[src/hdl/tstf_pkg.sv]
`default_nettype none
// -----------------------------------------------------------------------------
// tstf_pkg
// Shared types and constants of the tire sensor telegram filter.
// -----------------------------------------------------------------------------
package tstf_pkg;

	localparam int NUM_LEARNED = 4;
	localparam int CFG_DATA_W  = 32;
	localparam int CFG_INDEX_W = 3;

	localparam logic [15:0] STAMP_NONE   = 16'hFFFF;
	localparam logic [7:0]  PACKET_RESET = 8'hFF;

	typedef enum logic [1:0] {
		CMD_TELEGRAM = 2'd0,
		CMD_TICK     = 2'd1,
		CMD_SYNC     = 2'd2,
		CMD_CONVERT  = 2'd3
	} cmd_t;

	typedef enum logic [1:0] {
		ROUTE_NONE       = 2'd0,
		ROUTE_BUFFER     = 2'd1,
		ROUTE_STANDSTILL = 2'd2
	} route_t;

	typedef enum logic [1:0] {
		DROP_NONE      = 2'd0,
		DROP_RANGE     = 2'd1,
		DROP_UNLEARNED = 2'd2,
		DROP_DUPLICATE = 2'd3
	} drop_t;

	typedef enum logic [CFG_INDEX_W-1:0] {
		REG_LEARNED_0 = 3'd0,
		REG_LEARNED_1 = 3'd1,
		REG_LEARNED_2 = 3'd2,
		REG_LEARNED_3 = 3'd3,
		REG_ID_MIN    = 3'd4,
		REG_ID_MAX    = 3'd5,
		REG_MIN_GAP   = 3'd6,
		REG_TRAVEL    = 3'd7
	} cfg_idx_t;

	typedef struct packed {
		logic [NUM_LEARNED-1:0][31:0] learned_id;
		logic [7:0]                   id_top_min;
		logic [7:0]                   id_top_max;
		logic [15:0]                  min_gap_ms;
		logic [15:0]                  travel_ms;
	} cfg_t;

	typedef struct packed {
		cmd_t        cmd;
		logic [31:0] sensor_id;
		logic [7:0]  packet_id;
		logic        developer_mode;
		logic        autolearn_done;
		logic        standstill_active;
		logic [63:0] central_time;
		logic [15:0] wheel_pulse_time;
	} event_t;

endpackage
`default_nettype wire

[src/hdl/tstf_if.sv]
`default_nettype none
// -----------------------------------------------------------------------------
// tstf_if
// Valid/ready channels of the filter: event input and result output.
// -----------------------------------------------------------------------------
interface tstf_event_if import tstf_pkg::*; ();
	logic        valid;
	logic        ready;
	cmd_t        cmd;
	logic [31:0] sensor_id;
	logic [7:0]  packet_id;
	logic        developer_mode;
	logic        autolearn_done;
	logic        standstill_active;
	logic [63:0] central_time;
	logic [15:0] wheel_pulse_time;

	modport source (
		output valid, cmd, sensor_id, packet_id, developer_mode, autolearn_done,
		       standstill_active, central_time, wheel_pulse_time,
		input  ready
	);
	modport sink (
		input  valid, cmd, sensor_id, packet_id, developer_mode, autolearn_done,
		       standstill_active, central_time, wheel_pulse_time,
		output ready
	);
endinterface

interface tstf_result_if import tstf_pkg::*; ();
	logic        valid;
	logic        ready;
	route_t      route;
	drop_t       drop_cause;
	logic [31:0] time_ms;

	modport source (output valid, route, drop_cause, time_ms, input ready);
	modport sink (input valid, route, drop_cause, time_ms, output ready);
endinterface
`default_nettype wire

[src/hdl/tstf_cfg_regs.sv]
`default_nettype none
// -----------------------------------------------------------------------------
// tstf_cfg_regs
// Configuration register file: learned IDs, ID byte range, gap and travel time.
// -----------------------------------------------------------------------------
module tstf_cfg_regs import tstf_pkg::*; (
	input  wire logic                   clk,
	input  wire logic                   arst_n,
	input  wire logic                   we,
	input  wire logic [CFG_INDEX_W-1:0] index,
	input  wire logic [CFG_DATA_W-1:0]  data,
	output cfg_t                        cfg
);

	cfg_t     cfg_q;
	cfg_idx_t idx;

	assign idx = cfg_idx_t'(index);
	assign cfg = cfg_q;

	always_ff @(posedge clk or negedge arst_n) begin
		if (!arst_n) begin
			cfg_q.learned_id <= '0;
			cfg_q.id_top_min <= 8'd0;
			cfg_q.id_top_max <= 8'hFF;
			cfg_q.min_gap_ms <= 16'd0;
			cfg_q.travel_ms  <= 16'd0;
		end else if (we) begin
			case (idx)
				REG_LEARNED_0: cfg_q.learned_id[0] <= data;
				REG_LEARNED_1: cfg_q.learned_id[1] <= data;
				REG_LEARNED_2: cfg_q.learned_id[2] <= data;
				REG_LEARNED_3: cfg_q.learned_id[3] <= data;
				REG_ID_MIN:    cfg_q.id_top_min    <= data[7:0];
				REG_ID_MAX:    cfg_q.id_top_max    <= data[7:0];
				REG_MIN_GAP:   cfg_q.min_gap_ms    <= data[15:0];
				REG_TRAVEL:    cfg_q.travel_ms     <= data[15:0];
				default: ;
			endcase
		end
	end

endmodule
`default_nettype wire

[src/hdl/tstf_timebase.sv]
`default_nettype none
// -----------------------------------------------------------------------------
// tstf_timebase
// Millisecond clock, central clock sync and wheel-pulse stamp conversion.
// -----------------------------------------------------------------------------
module tstf_timebase import tstf_pkg::*; (
	input  wire logic        clk,
	input  wire logic        arst_n,
	input  wire logic        fire,
	input  event_t           ev,
	input  wire logic [15:0] travel_ms,
	output logic      [31:0] local_clock,
	output logic      [31:0] time_ms
);

	logic [31:0] local_clock_q;
	logic [63:0] sync_start_q;
	logic [31:0] sync_current_q;
	logic        synced_q;

	logic [31:0] clock_nxt;
	logic [15:0] stamp_hi;
	logic [31:0] stamp_abs;
	logic [31:0] stamp_t;
	logic [31:0] travel_32;
	logic [31:0] conv_t;

	assign local_clock = local_clock_q;
	assign travel_32   = {16'd0, travel_ms};

	always_comb begin
		clock_nxt = local_clock_q;
		case (ev.cmd)
			CMD_TICK: clock_nxt = local_clock_q + 32'd1;
			CMD_SYNC: begin
				if (!synced_q) begin
					clock_nxt = 32'd0;
				end else if (ev.central_time > sync_start_q) begin
					clock_nxt = ev.central_time[31:0] - sync_start_q[31:0];
				end
			end
			default: ;
		endcase
	end

	// Only the low 32 bits of the extended stamp reach the result, so the
	// high part of the central clock never enters the subtraction.
	always_comb begin
		if (ev.wheel_pulse_time < sync_current_q[15:0]) begin
			stamp_hi = sync_current_q[31:16];
		end else begin
			stamp_hi = sync_current_q[31:16] - 16'd1;
		end
		stamp_abs = {stamp_hi, ev.wheel_pulse_time};
		if (!synced_q || ev.wheel_pulse_time == STAMP_NONE) begin
			stamp_t = local_clock_q;
		end else begin
			stamp_t = stamp_abs - sync_start_q[31:0];
		end
		conv_t = (stamp_t > travel_32) ? stamp_t - travel_32 : stamp_t;
	end

	assign time_ms = (ev.cmd == CMD_CONVERT) ? conv_t : clock_nxt;

	always_ff @(posedge clk or negedge arst_n) begin
		if (!arst_n) begin
			local_clock_q  <= 32'd0;
			sync_start_q   <= 64'd0;
			sync_current_q <= 32'd0;
			synced_q       <= 1'b0;
		end else if (fire) begin
			local_clock_q <= clock_nxt;
			if (ev.cmd == CMD_SYNC) begin
				sync_current_q <= ev.central_time[31:0];
				if (!synced_q) begin
					sync_start_q <= ev.central_time;
					synced_q     <= 1'b1;
				end
			end
		end
	end

endmodule
`default_nettype wire

[src/hdl/tstf_history.sv]
`default_nettype none
// -----------------------------------------------------------------------------
// tstf_history
// Telegram checks and the per-sensor record of last accept time and packet ID.
// -----------------------------------------------------------------------------
module tstf_history import tstf_pkg::*; #(
	parameter int SENSORS = 4
) (
	input  wire logic        clk,
	input  wire logic        arst_n,
	input  wire logic        fire,
	input  event_t           ev,
	input  cfg_t             cfg,
	input  wire logic [31:0] now,
	output route_t           route,
	output drop_t            drop_cause
);

	logic [31:0] last_time_q [SENSORS];
	logic [7:0]  last_pkt_q  [SENSORS];

	logic [SENSORS-1:0] sel;
	logic [SENSORS-1:0] fresh_vec;
	logic [7:0]         top;
	logic               in_range;
	logic               check;
	logic               hit;
	logic               fresh;
	logic               update;

	assign top      = ev.sensor_id[31:24];
	assign in_range = (top >= cfg.id_top_min) && (top <= cfg.id_top_max);
	assign check    = !ev.developer_mode && ev.autolearn_done;

	// The lowest wheel position whose learned ID matches wins.
	always_comb begin
		logic        seen;
		logic [31:0] limit;
		seen = 1'b0;
		for (int k = 0; k < SENSORS; k++) begin
			sel[k] = !seen && (cfg.learned_id[k] == ev.sensor_id);
			seen   = seen || sel[k];
			limit  = last_time_q[k] + {16'd0, cfg.min_gap_ms};
			fresh_vec[k] = (now > limit) || (ev.packet_id != last_pkt_q[k]);
		end
	end

	assign hit   = |sel;
	assign fresh = |(sel & fresh_vec);

	always_comb begin
		route      = ROUTE_NONE;
		drop_cause = DROP_NONE;
		update     = 1'b0;
		if (ev.cmd == CMD_TELEGRAM) begin
			if (!in_range) begin
				drop_cause = DROP_RANGE;
			end else if (check && !hit) begin
				drop_cause = DROP_UNLEARNED;
			end else if (check && !fresh) begin
				drop_cause = DROP_DUPLICATE;
			end else begin
				route  = ev.standstill_active ? ROUTE_STANDSTILL : ROUTE_BUFFER;
				update = check;
			end
		end
	end

	always_ff @(posedge clk or negedge arst_n) begin
		if (!arst_n) begin
			for (int k = 0; k < SENSORS; k++) begin
				last_time_q[k] <= 32'd0;
				last_pkt_q[k]  <= PACKET_RESET;
			end
		end else if (fire && update) begin
			for (int k = 0; k < SENSORS; k++) begin
				if (sel[k]) begin
					last_time_q[k] <= now;
					last_pkt_q[k]  <= ev.packet_id;
				end
			end
		end
	end

endmodule
`default_nettype wire

[src/hdl/tire_sensor_telegram_filter.sv]
`default_nettype none
// -----------------------------------------------------------------------------
// tire_sensor_telegram_filter
// Filters tire pressure sensor telegrams and keeps the local millisecond clock.
// -----------------------------------------------------------------------------
// Every event (telegram, tick, central sync or stamp conversion) gives exactly
// one result. The block takes one event per clock cycle while the result side
// does not stall: an accepted event is held in an input register, and once the
// result register has room the range, learned ID and duplicate checks, the
// clock update and the stamp conversion are all settled in one pass and written
// to the result register together with the clock and sensor history update.
// The result register parts the two sides, so a new event is taken while a
// finished result still waits. Configuration must be written by the user
// through the plain write port only while no event is in flight; the block
// itself does not enforce this. There is no clearing pass after reset.
module tire_sensor_telegram_filter import tstf_pkg::*; #(
	parameter int SENSORS = 4
) (
	input  wire logic                   clk,
	input  wire logic                   arst_n,
	input  wire logic                   cfg_we,
	input  wire logic [CFG_INDEX_W-1:0] cfg_index,
	input  wire logic [CFG_DATA_W-1:0]  cfg_data,
	tstf_event_if.sink                  events,
	tstf_result_if.source               results
);

	cfg_t        cfg;
	event_t      ev_s1;
	logic        valid_s1;
	logic        out_valid_q;
	route_t      route_q;
	drop_t       drop_q;
	logic [31:0] time_q;

	logic        fire;
	logic        take;
	logic [31:0] local_clock;
	logic [31:0] time_ms;
	route_t      route;
	drop_t       drop_cause;

	assign fire         = valid_s1 && (!out_valid_q || results.ready);
	assign events.ready = !valid_s1 || fire;
	assign take         = events.valid && events.ready;

	tstf_cfg_regs u_cfg (
		.clk    (clk),
		.arst_n (arst_n),
		.we     (cfg_we),
		.index  (cfg_index),
		.data   (cfg_data),
		.cfg    (cfg)
	);

	tstf_timebase u_timebase (
		.clk         (clk),
		.arst_n      (arst_n),
		.fire        (fire),
		.ev          (ev_s1),
		.travel_ms   (cfg.travel_ms),
		.local_clock (local_clock),
		.time_ms     (time_ms)
	);

	tstf_history #(
		.SENSORS (SENSORS)
	) u_history (
		.clk        (clk),
		.arst_n     (arst_n),
		.fire       (fire),
		.ev         (ev_s1),
		.cfg        (cfg),
		.now        (local_clock),
		.route      (route),
		.drop_cause (drop_cause)
	);

	always_ff @(posedge clk or negedge arst_n) begin
		if (!arst_n) begin
			valid_s1 <= 1'b0;
		end else if (events.ready) begin
			valid_s1 <= events.valid;
		end
	end

	always_ff @(posedge clk) begin
		if (take) begin
			ev_s1.cmd               <= events.cmd;
			ev_s1.sensor_id         <= events.sensor_id;
			ev_s1.packet_id         <= events.packet_id;
			ev_s1.developer_mode    <= events.developer_mode;
			ev_s1.autolearn_done    <= events.autolearn_done;
			ev_s1.standstill_active <= events.standstill_active;
			ev_s1.central_time      <= events.central_time;
			ev_s1.wheel_pulse_time  <= events.wheel_pulse_time;
		end
	end

	always_ff @(posedge clk or negedge arst_n) begin
		if (!arst_n) begin
			out_valid_q <= 1'b0;
		end else if (fire) begin
			out_valid_q <= 1'b1;
		end else if (results.ready) begin
			out_valid_q <= 1'b0;
		end
	end

	always_ff @(posedge clk) begin
		if (fire) begin
			route_q <= route;
			drop_q  <= drop_cause;
			time_q  <= time_ms;
		end
	end

	assign results.valid      = out_valid_q;
	assign results.route      = route_q;
	assign results.drop_cause = drop_q;
	assign results.time_ms    = time_q;

`ifndef SYNTHESIS
	// A tick that completes advances the local clock by exactly one.
	a_tick_advances: assert property (@(posedge clk) disable iff (!arst_n)
		fire && ev_s1.cmd == CMD_TICK |=> local_clock == $past(local_clock) + 32'd1)
		else $error("tick did not advance the local clock by one");

	// A routed telegram never carries a drop cause.
	a_route_no_drop: assert property (@(posedge clk) disable iff (!arst_n)
		out_valid_q && route_q != ROUTE_NONE |-> drop_q == DROP_NONE)
		else $error("routed telegram carries a drop cause");

	// The input side stalls only when both the input and result registers are full.
	a_stall_only_full: assert property (@(posedge clk) disable iff (!arst_n)
		!events.ready |-> valid_s1 && out_valid_q && !results.ready)
		else $error("input stalled while the pipeline had room");

	// Only a telegram may change the routing outcome away from no route.
	a_non_telegram_quiet: assert property (@(posedge clk) disable iff (!arst_n)
		fire && ev_s1.cmd != CMD_TELEGRAM |=> route_q == ROUTE_NONE && drop_q == DROP_NONE)
		else $error("non-telegram event produced a route or drop cause");
`endif

endmodule
`default_nettype wire

[src/flat_wrapper.sv]
// flat-port wrapper written by rule: the top's interface ports become plain ports
module tire_sensor_telegram_filter_flat import tstf_pkg::*;
#(
	parameter int SENSORS = 4
)
  (clk, arst_n, cfg_we, cfg_index, cfg_data, events_valid, events_cmd, events_sensor_id, events_packet_id, events_developer_mode, events_autolearn_done, events_standstill_active, events_central_time, events_wheel_pulse_time, events_ready, results_valid, results_route, results_drop_cause, results_time_ms, results_ready);
  tstf_event_if events_i ();
  tstf_result_if results_i ();
  input  wire logic clk;
  input  wire logic arst_n;
  input  wire logic cfg_we;
  input  wire logic [CFG_INDEX_W-1:0] cfg_index;
  input  wire logic [CFG_DATA_W-1:0] cfg_data;
  input wire logic [$bits(events_i.valid)-1:0] events_valid;
  input wire logic [$bits(events_i.cmd)-1:0] events_cmd;
  input wire logic [$bits(events_i.sensor_id)-1:0] events_sensor_id;
  input wire logic [$bits(events_i.packet_id)-1:0] events_packet_id;
  input wire logic [$bits(events_i.developer_mode)-1:0] events_developer_mode;
  input wire logic [$bits(events_i.autolearn_done)-1:0] events_autolearn_done;
  input wire logic [$bits(events_i.standstill_active)-1:0] events_standstill_active;
  input wire logic [$bits(events_i.central_time)-1:0] events_central_time;
  input wire logic [$bits(events_i.wheel_pulse_time)-1:0] events_wheel_pulse_time;
  output wire logic [$bits(events_i.ready)-1:0] events_ready;
  output wire logic [$bits(results_i.valid)-1:0] results_valid;
  output wire logic [$bits(results_i.route)-1:0] results_route;
  output wire logic [$bits(results_i.drop_cause)-1:0] results_drop_cause;
  output wire logic [$bits(results_i.time_ms)-1:0] results_time_ms;
  input wire logic [$bits(results_i.ready)-1:0] results_ready;
  assign events_i.valid = events_valid;
  assign events_i.cmd = events_cmd;
  assign events_i.sensor_id = events_sensor_id;
  assign events_i.packet_id = events_packet_id;
  assign events_i.developer_mode = events_developer_mode;
  assign events_i.autolearn_done = events_autolearn_done;
  assign events_i.standstill_active = events_standstill_active;
  assign events_i.central_time = events_central_time;
  assign events_i.wheel_pulse_time = events_wheel_pulse_time;
  assign events_ready = events_i.ready;
  assign results_valid = results_i.valid;
  assign results_route = results_i.route;
  assign results_drop_cause = results_i.drop_cause;
  assign results_time_ms = results_i.time_ms;
  assign results_i.ready = results_ready;
  tire_sensor_telegram_filter #(.SENSORS(SENSORS)) u_core (.clk(clk), .arst_n(arst_n), .cfg_we(cfg_we), .cfg_index(cfg_index), .cfg_data(cfg_data), .events(events_i), .results(results_i));
endmodule
[config.mk]
export PLATFORM = sky130hd
export DESIGN_NAME = tire_sensor_telegram_filter_flat
export DESIGN_NICKNAME = d
export VERILOG_FILES = /design/src/hdl/tstf_pkg.sv /design/src/hdl/tstf_if.sv /design/src/hdl/tstf_cfg_regs.sv /design/src/hdl/tstf_timebase.sv /design/src/hdl/tstf_history.sv /design/src/hdl/tire_sensor_telegram_filter.sv /design/src/flat_wrapper.sv
export SDC_FILE = /design/constraint.sdc
export NUM_CORES = 2
export LEC_CHECK = 0
export CAP_MARGIN = 20
export CORE_MARGIN = 2
export CORE_UTILIZATION = 50
export CTS_CLUSTER_SIZE = 20
export DETAILED_ROUTE_END_ITERATION = 7
export DONT_BUFFER_PORTS = 1
export GPL_ROUTABILITY_DRIVEN = 0
export RECOVER_POWER = 25
export SYNTH_ARGS = -nofsm -noshare
export SYNTH_HDL_FRONTEND = slang
export SYNTH_SLANG_ARGS = --single-unit
[constraint.sdc]
create_clock -name clk -period 16.85 [get_ports clk]
set_input_delay 1.685 -clock clk [delete_from_list [all_inputs] [get_ports clk]]
set_output_delay 1.685 -clock clk [all_outputs]
set_load 0.01 [all_outputs]
==> impl_metrics.py <==
metrics = {
    "yosys": {
        "syn_inst": 3798,
        "yosysTopAreaCell": "dfrtp_1",
        "yosys_warnings": 0,
        "synth_edf_count": 161,
        "synth_flop_cell": "dfrtp_1",
        "ys_types": 89,
        "seq_area_frac_synth": 0.4166,
        "netlist_top_cells_area": "dfrtp_1 27%, edfxtp_1 12%, mux2_2 12%",
        "syn_avg_cell_area_um2": 10.47,
        "synth_area_mm2": 0.03978,
        "synth_top_area_share": 0.2686,
        "ys_ff_latch": 628,
        "synthesis.nets": 4310,
        "async_flop_share": 0.7436,
    },
    "floorplan": {
        "die_h_um": 286.1,
        "rows": 103,
        "ioPinCount": 203,
        "die_w_um": 286.1,
        "start_util": 0.5044,
        "core-area_mm2": 0.07887,
        "dieArea_mm2": 0.08183,
    },
    "sta": {
        "timing.hold.ws_ns": 0.4888,
        "fin_crit_sh": 0.4688,
        "setup_viol": 0,
        "slew_headroom": -0.5294,
        "timing.fmax_ghz": 0.1266,
        "hold_violations": 0,
        "slew_violations": 255,
        "setup-tns-final_ns": 0,
        "skew_ns": 0.05906,
        "rsz0062_at_grt": "no",
        "worst_pin_slew_ns": 2.294,
        "period_needed_ns": 7.900,
        "finalWorstSetupSlack_ns": 8.950,
    },
    "clocking": {
        "insertion_delay_ns": 0.65,
        "clk_pin_slew_ns": 0.06,
        "cts-root-buf": "clkbuf_16",
        "hold_buffers": 0,
        "clock_path_buffers": 3,
        "htreeDepth": 3,
        "cts_made_buffers": 72,
        "cts_tree": "yes",
        "cts_resized": 0,
        "post_cts_buffers": 0,
        "cts_sinks": 628,
    },
    "layout": {
        "drive_above_1_share": 0.1769,
        "final_cells": 4902,
        "nets": 4301,
        "area_growth_pct": 9.521,
    },
    "route": {
        "routed_wl_um": 107300,
        "dr.pass1.iters": 6,
        "wl_per_cell_um": 21.89,
        "dr_wl_met2_um": 49720,
        "antenna_left": 0,
        "first_iter_violations": 2122,
        "drt-vias-per-instance": 5.890,
        "wl_met1_um": 48970,
        "via_count": 28880,
        "top_layer": "met5",
        "drc": 0,
        "wl_met3_um": 6220,
    },
    "power_and_ir_drop": {
        "p_per_area_mw_per_mm2": 141.5,
        "power.share.clock": 0.261,
        "p_sw_frac": 0.3854,
        "pwr-share-seq": 0.331,
        "power.internal_uw": 3790,
        "comb_power_share": 0.408,
        "p_leak_uw": 0.01898,
        "p_switching_uw": 2376,
        "ir_worst_vdd_mv": 0.09652,
    },
    "critical_path": {
        "cp_max_fo": 27,
        "worstSetupEndpointType": "flip-flop",
        "critPathArrivalTime_ns": 8.38,
        "critPathKind": "flip-flop to flip-flop",
        "start_kind": "flip-flop",
        "cp.required_ns": 17.33,
    },
    "run_status": {
        "violations": "max-slew violations",
        "status": "finished, violations left",
    },
    "placement": {
        "hpwl_um": 77940,
        "dp.cells": 4764,
        "place_ws_ns": 9.008,
        "port_buffers": 0,
    },
    "global_route": {
        "grt_start_max_net_pins": 468,
        "grt_pass1_wl_um": 167700,
        "grt-ovfl-total": 0,
        "grt_antenna_before_repair": 9,
        "grt_pass1_vias": 28080,
        "grtUsageTotal": 0.2621,
    },
    "hold_path": {
        "hp-class": "flip-flop to flip-flop",
    },
    "run": {
        "max_cap_violations": 0,
    },
}
[stage by stage]
step / util / power [uW] / area [um^2]
4_1_cts: 0.5522 / 6187 / 43550
3_5_place_dp: 0.5208 / 4540 / 41080
3_3_place_gp: 0.5208 / 4519 / 41080
6_report: 0.5524 / 6166 / 43570
2_1_floorplan: - / 3834 / 39780
5_1_grt: 0.5524 / 6585 / 43560
[power groups by stage]
stage / Clock (uW) / Sequential [uW] / Combinational [uW]
finish: 1610 / 2040 / 2520
global placement: 0 / 2060 / 2460
detailed placement: 0 / 2070 / 2470
floorplan: 0 / 1980 / 1860
global route: 1720 / 2070 / 2800
CTS: 1650 / 2040 / 2490
[cells in the mapped netlist (18+ instances only)]
master and number:
dfrtp_1 427, mux2_2 426, ha_1 340, nand2_1 277
inv_1 203, nor2_1 189, xnor2_1 177, a21oi_1 175
o21ai_0 174, xor2_1 171, edfxtp_1 161, clkbuf_1 132
a21o_1 90, nand4_1 84, nand3_1 82, nor3_1 63
nor4_1 51, dfstp_2 40, and3_1 39, nand2b_1 38
o21a_1 36, a31oi_1 31, nor2b_1 31, and2_1 30
o21bai_1 24, a211oi_1 23, o211ai_1 21, or3_1 18
[path summary, 6_finish.rpt]
| kind | startpoint | endpoint | slack, ns | depth (start not counted) |
|---|---|---|---|---|
| setup / recovery | u_core.u_cfg.cfg[17] | u_core.u_history.last_time_q[22] | 8.95 | 24 |
| hold / removal | u_core.u_timebase.sync_current_q[0] | u_core.u_timebase.sync_current_q[0] | 0.49 | 2 |
| setup reg to reg | u_core.u_cfg.cfg[17] | u_core.u_history.last_time_q[22] | 8.95 | 24 |
| hold reg to reg | u_core.u_timebase.sync_current_q[0] | u_core.u_timebase.sync_current_q[0] | 0.49 | 2 |
| max in group asynchronous | arst_n | u_core.u_timebase.sync_start_q[63] | 14.28 | 0 |
| min in group asynchronous | arst_n | u_core.u_timebase.sync_current_q[27] | 0.75 | 0 |
[critical path: stages (launching register included)]
cell and delay, ns:
dfrtp_1 0.45, inv_1 0.27, fa_1 0.28, inv_1 0.07, a21oi_1 0.19, o21bai_1 0.12
a21oi_1 0.16, o21bai_1 0.11, a21o_1 0.21, a41o_1 0.26, o41ai_1 0.48, o21ai_0 0.22
o31ai_1 0.83, nor2_1 0.11, xnor2_1 0.16, ha_1 0.30, nand4_1 0.11, nor2_1 0.19
nand4_1 0.16, or3_1 0.41, o31a_1 0.31, or3_1 0.51, a311oi_4 0.88, buf_4 0.51
mux2_2 0.39
[flip-flops by register name (all words and copies together), names as in the netlist, 2 cells and up]
register / cells
u_core.u_history.last_pkt_q: 32
u_core.u_timebase.sync_start_q: 64
u_core.u_timebase.sync_current_q: 32
u_core.results.drop_cause: 2
u_core.u_timebase.local_clock: 32
u_core.u_cfg.cfg: 176
u_core.results.time_ms: 32
u_core.results.route: 2
u_core.ev_s1: 125
u_core.u_history.last_time_q: 128
[kinds of logic (layout without fill, tap and decap cells)]
| kind of cell | count (synthesis) | in the layout | synth area share |
|---|---|---|---|
| xor gates and xnor gates | 348 | 348 | 0.07662 |
| buffers and inverters | 348 | 399 | 0.03331 |
| muxes | 435 | 435 | 0.1229 |
| and+or+nand+nor | 965 | 965 | 0.1203 |
| DFF | 628 | 628 | 0.4166 |
| adders and majority gates | 347 | 347 | 0.1105 |
| AOI/OAI and AO/OA | 727 | 727 | 0.1198 |
| other | 0 | 3 | 0 |
[metal layers]
layer,vias up,track usage
li1,13790,-
met1,14160,0.3683
met2,771,0.4220
met3,141,0.04250
met4,12,0.06702
met5,-,0
[final cells by class]
| type | instances | area (um^2) |
|---|---|---|
| well taps | 1050 | 1314 |
| diodes | 3 | 7.507 |
| flip-flops and latches | 628 | 16570 |
| multi-input cells | 2822 | 21970 |
| fillers | 7013 | 35300 |
| inverters | 204 | 765.7 |
| clock inverters | 28 | 396.6 |
| clock buffers | 106 | 2079 |
| repair buffers | 61 | 457.9 |
[placed cells by master, fill, tap and decap left out, types with 39 or more instances in the layout]
cell type / netlist / routed
mux2_2: 426 / 426
nor4_1: 51 / 50
nor2_1: 189 / 189
xor2_1: 171 / 171
ha_1: 340 / 339
a21oi_1: 175 / 175
nand3_1: 82 / 82
dfrtp_1: 427 / 427
dfstp_2: 40 / 40
clkbuf_16: 0 / 72
o21ai_0: 174 / 174
edfxtp_1: 161 / 161
nand2_1: 277 / 277
inv_1: 203 / 203
nand4_1: 84 / 84
and3_1: 39 / 39
xnor2_1: 177 / 177
buf_4: 1 / 60
nor3_1: 63 / 62
a21o_1: 90 / 90
No activity file was read; power rests on OpenSTA's default activity.
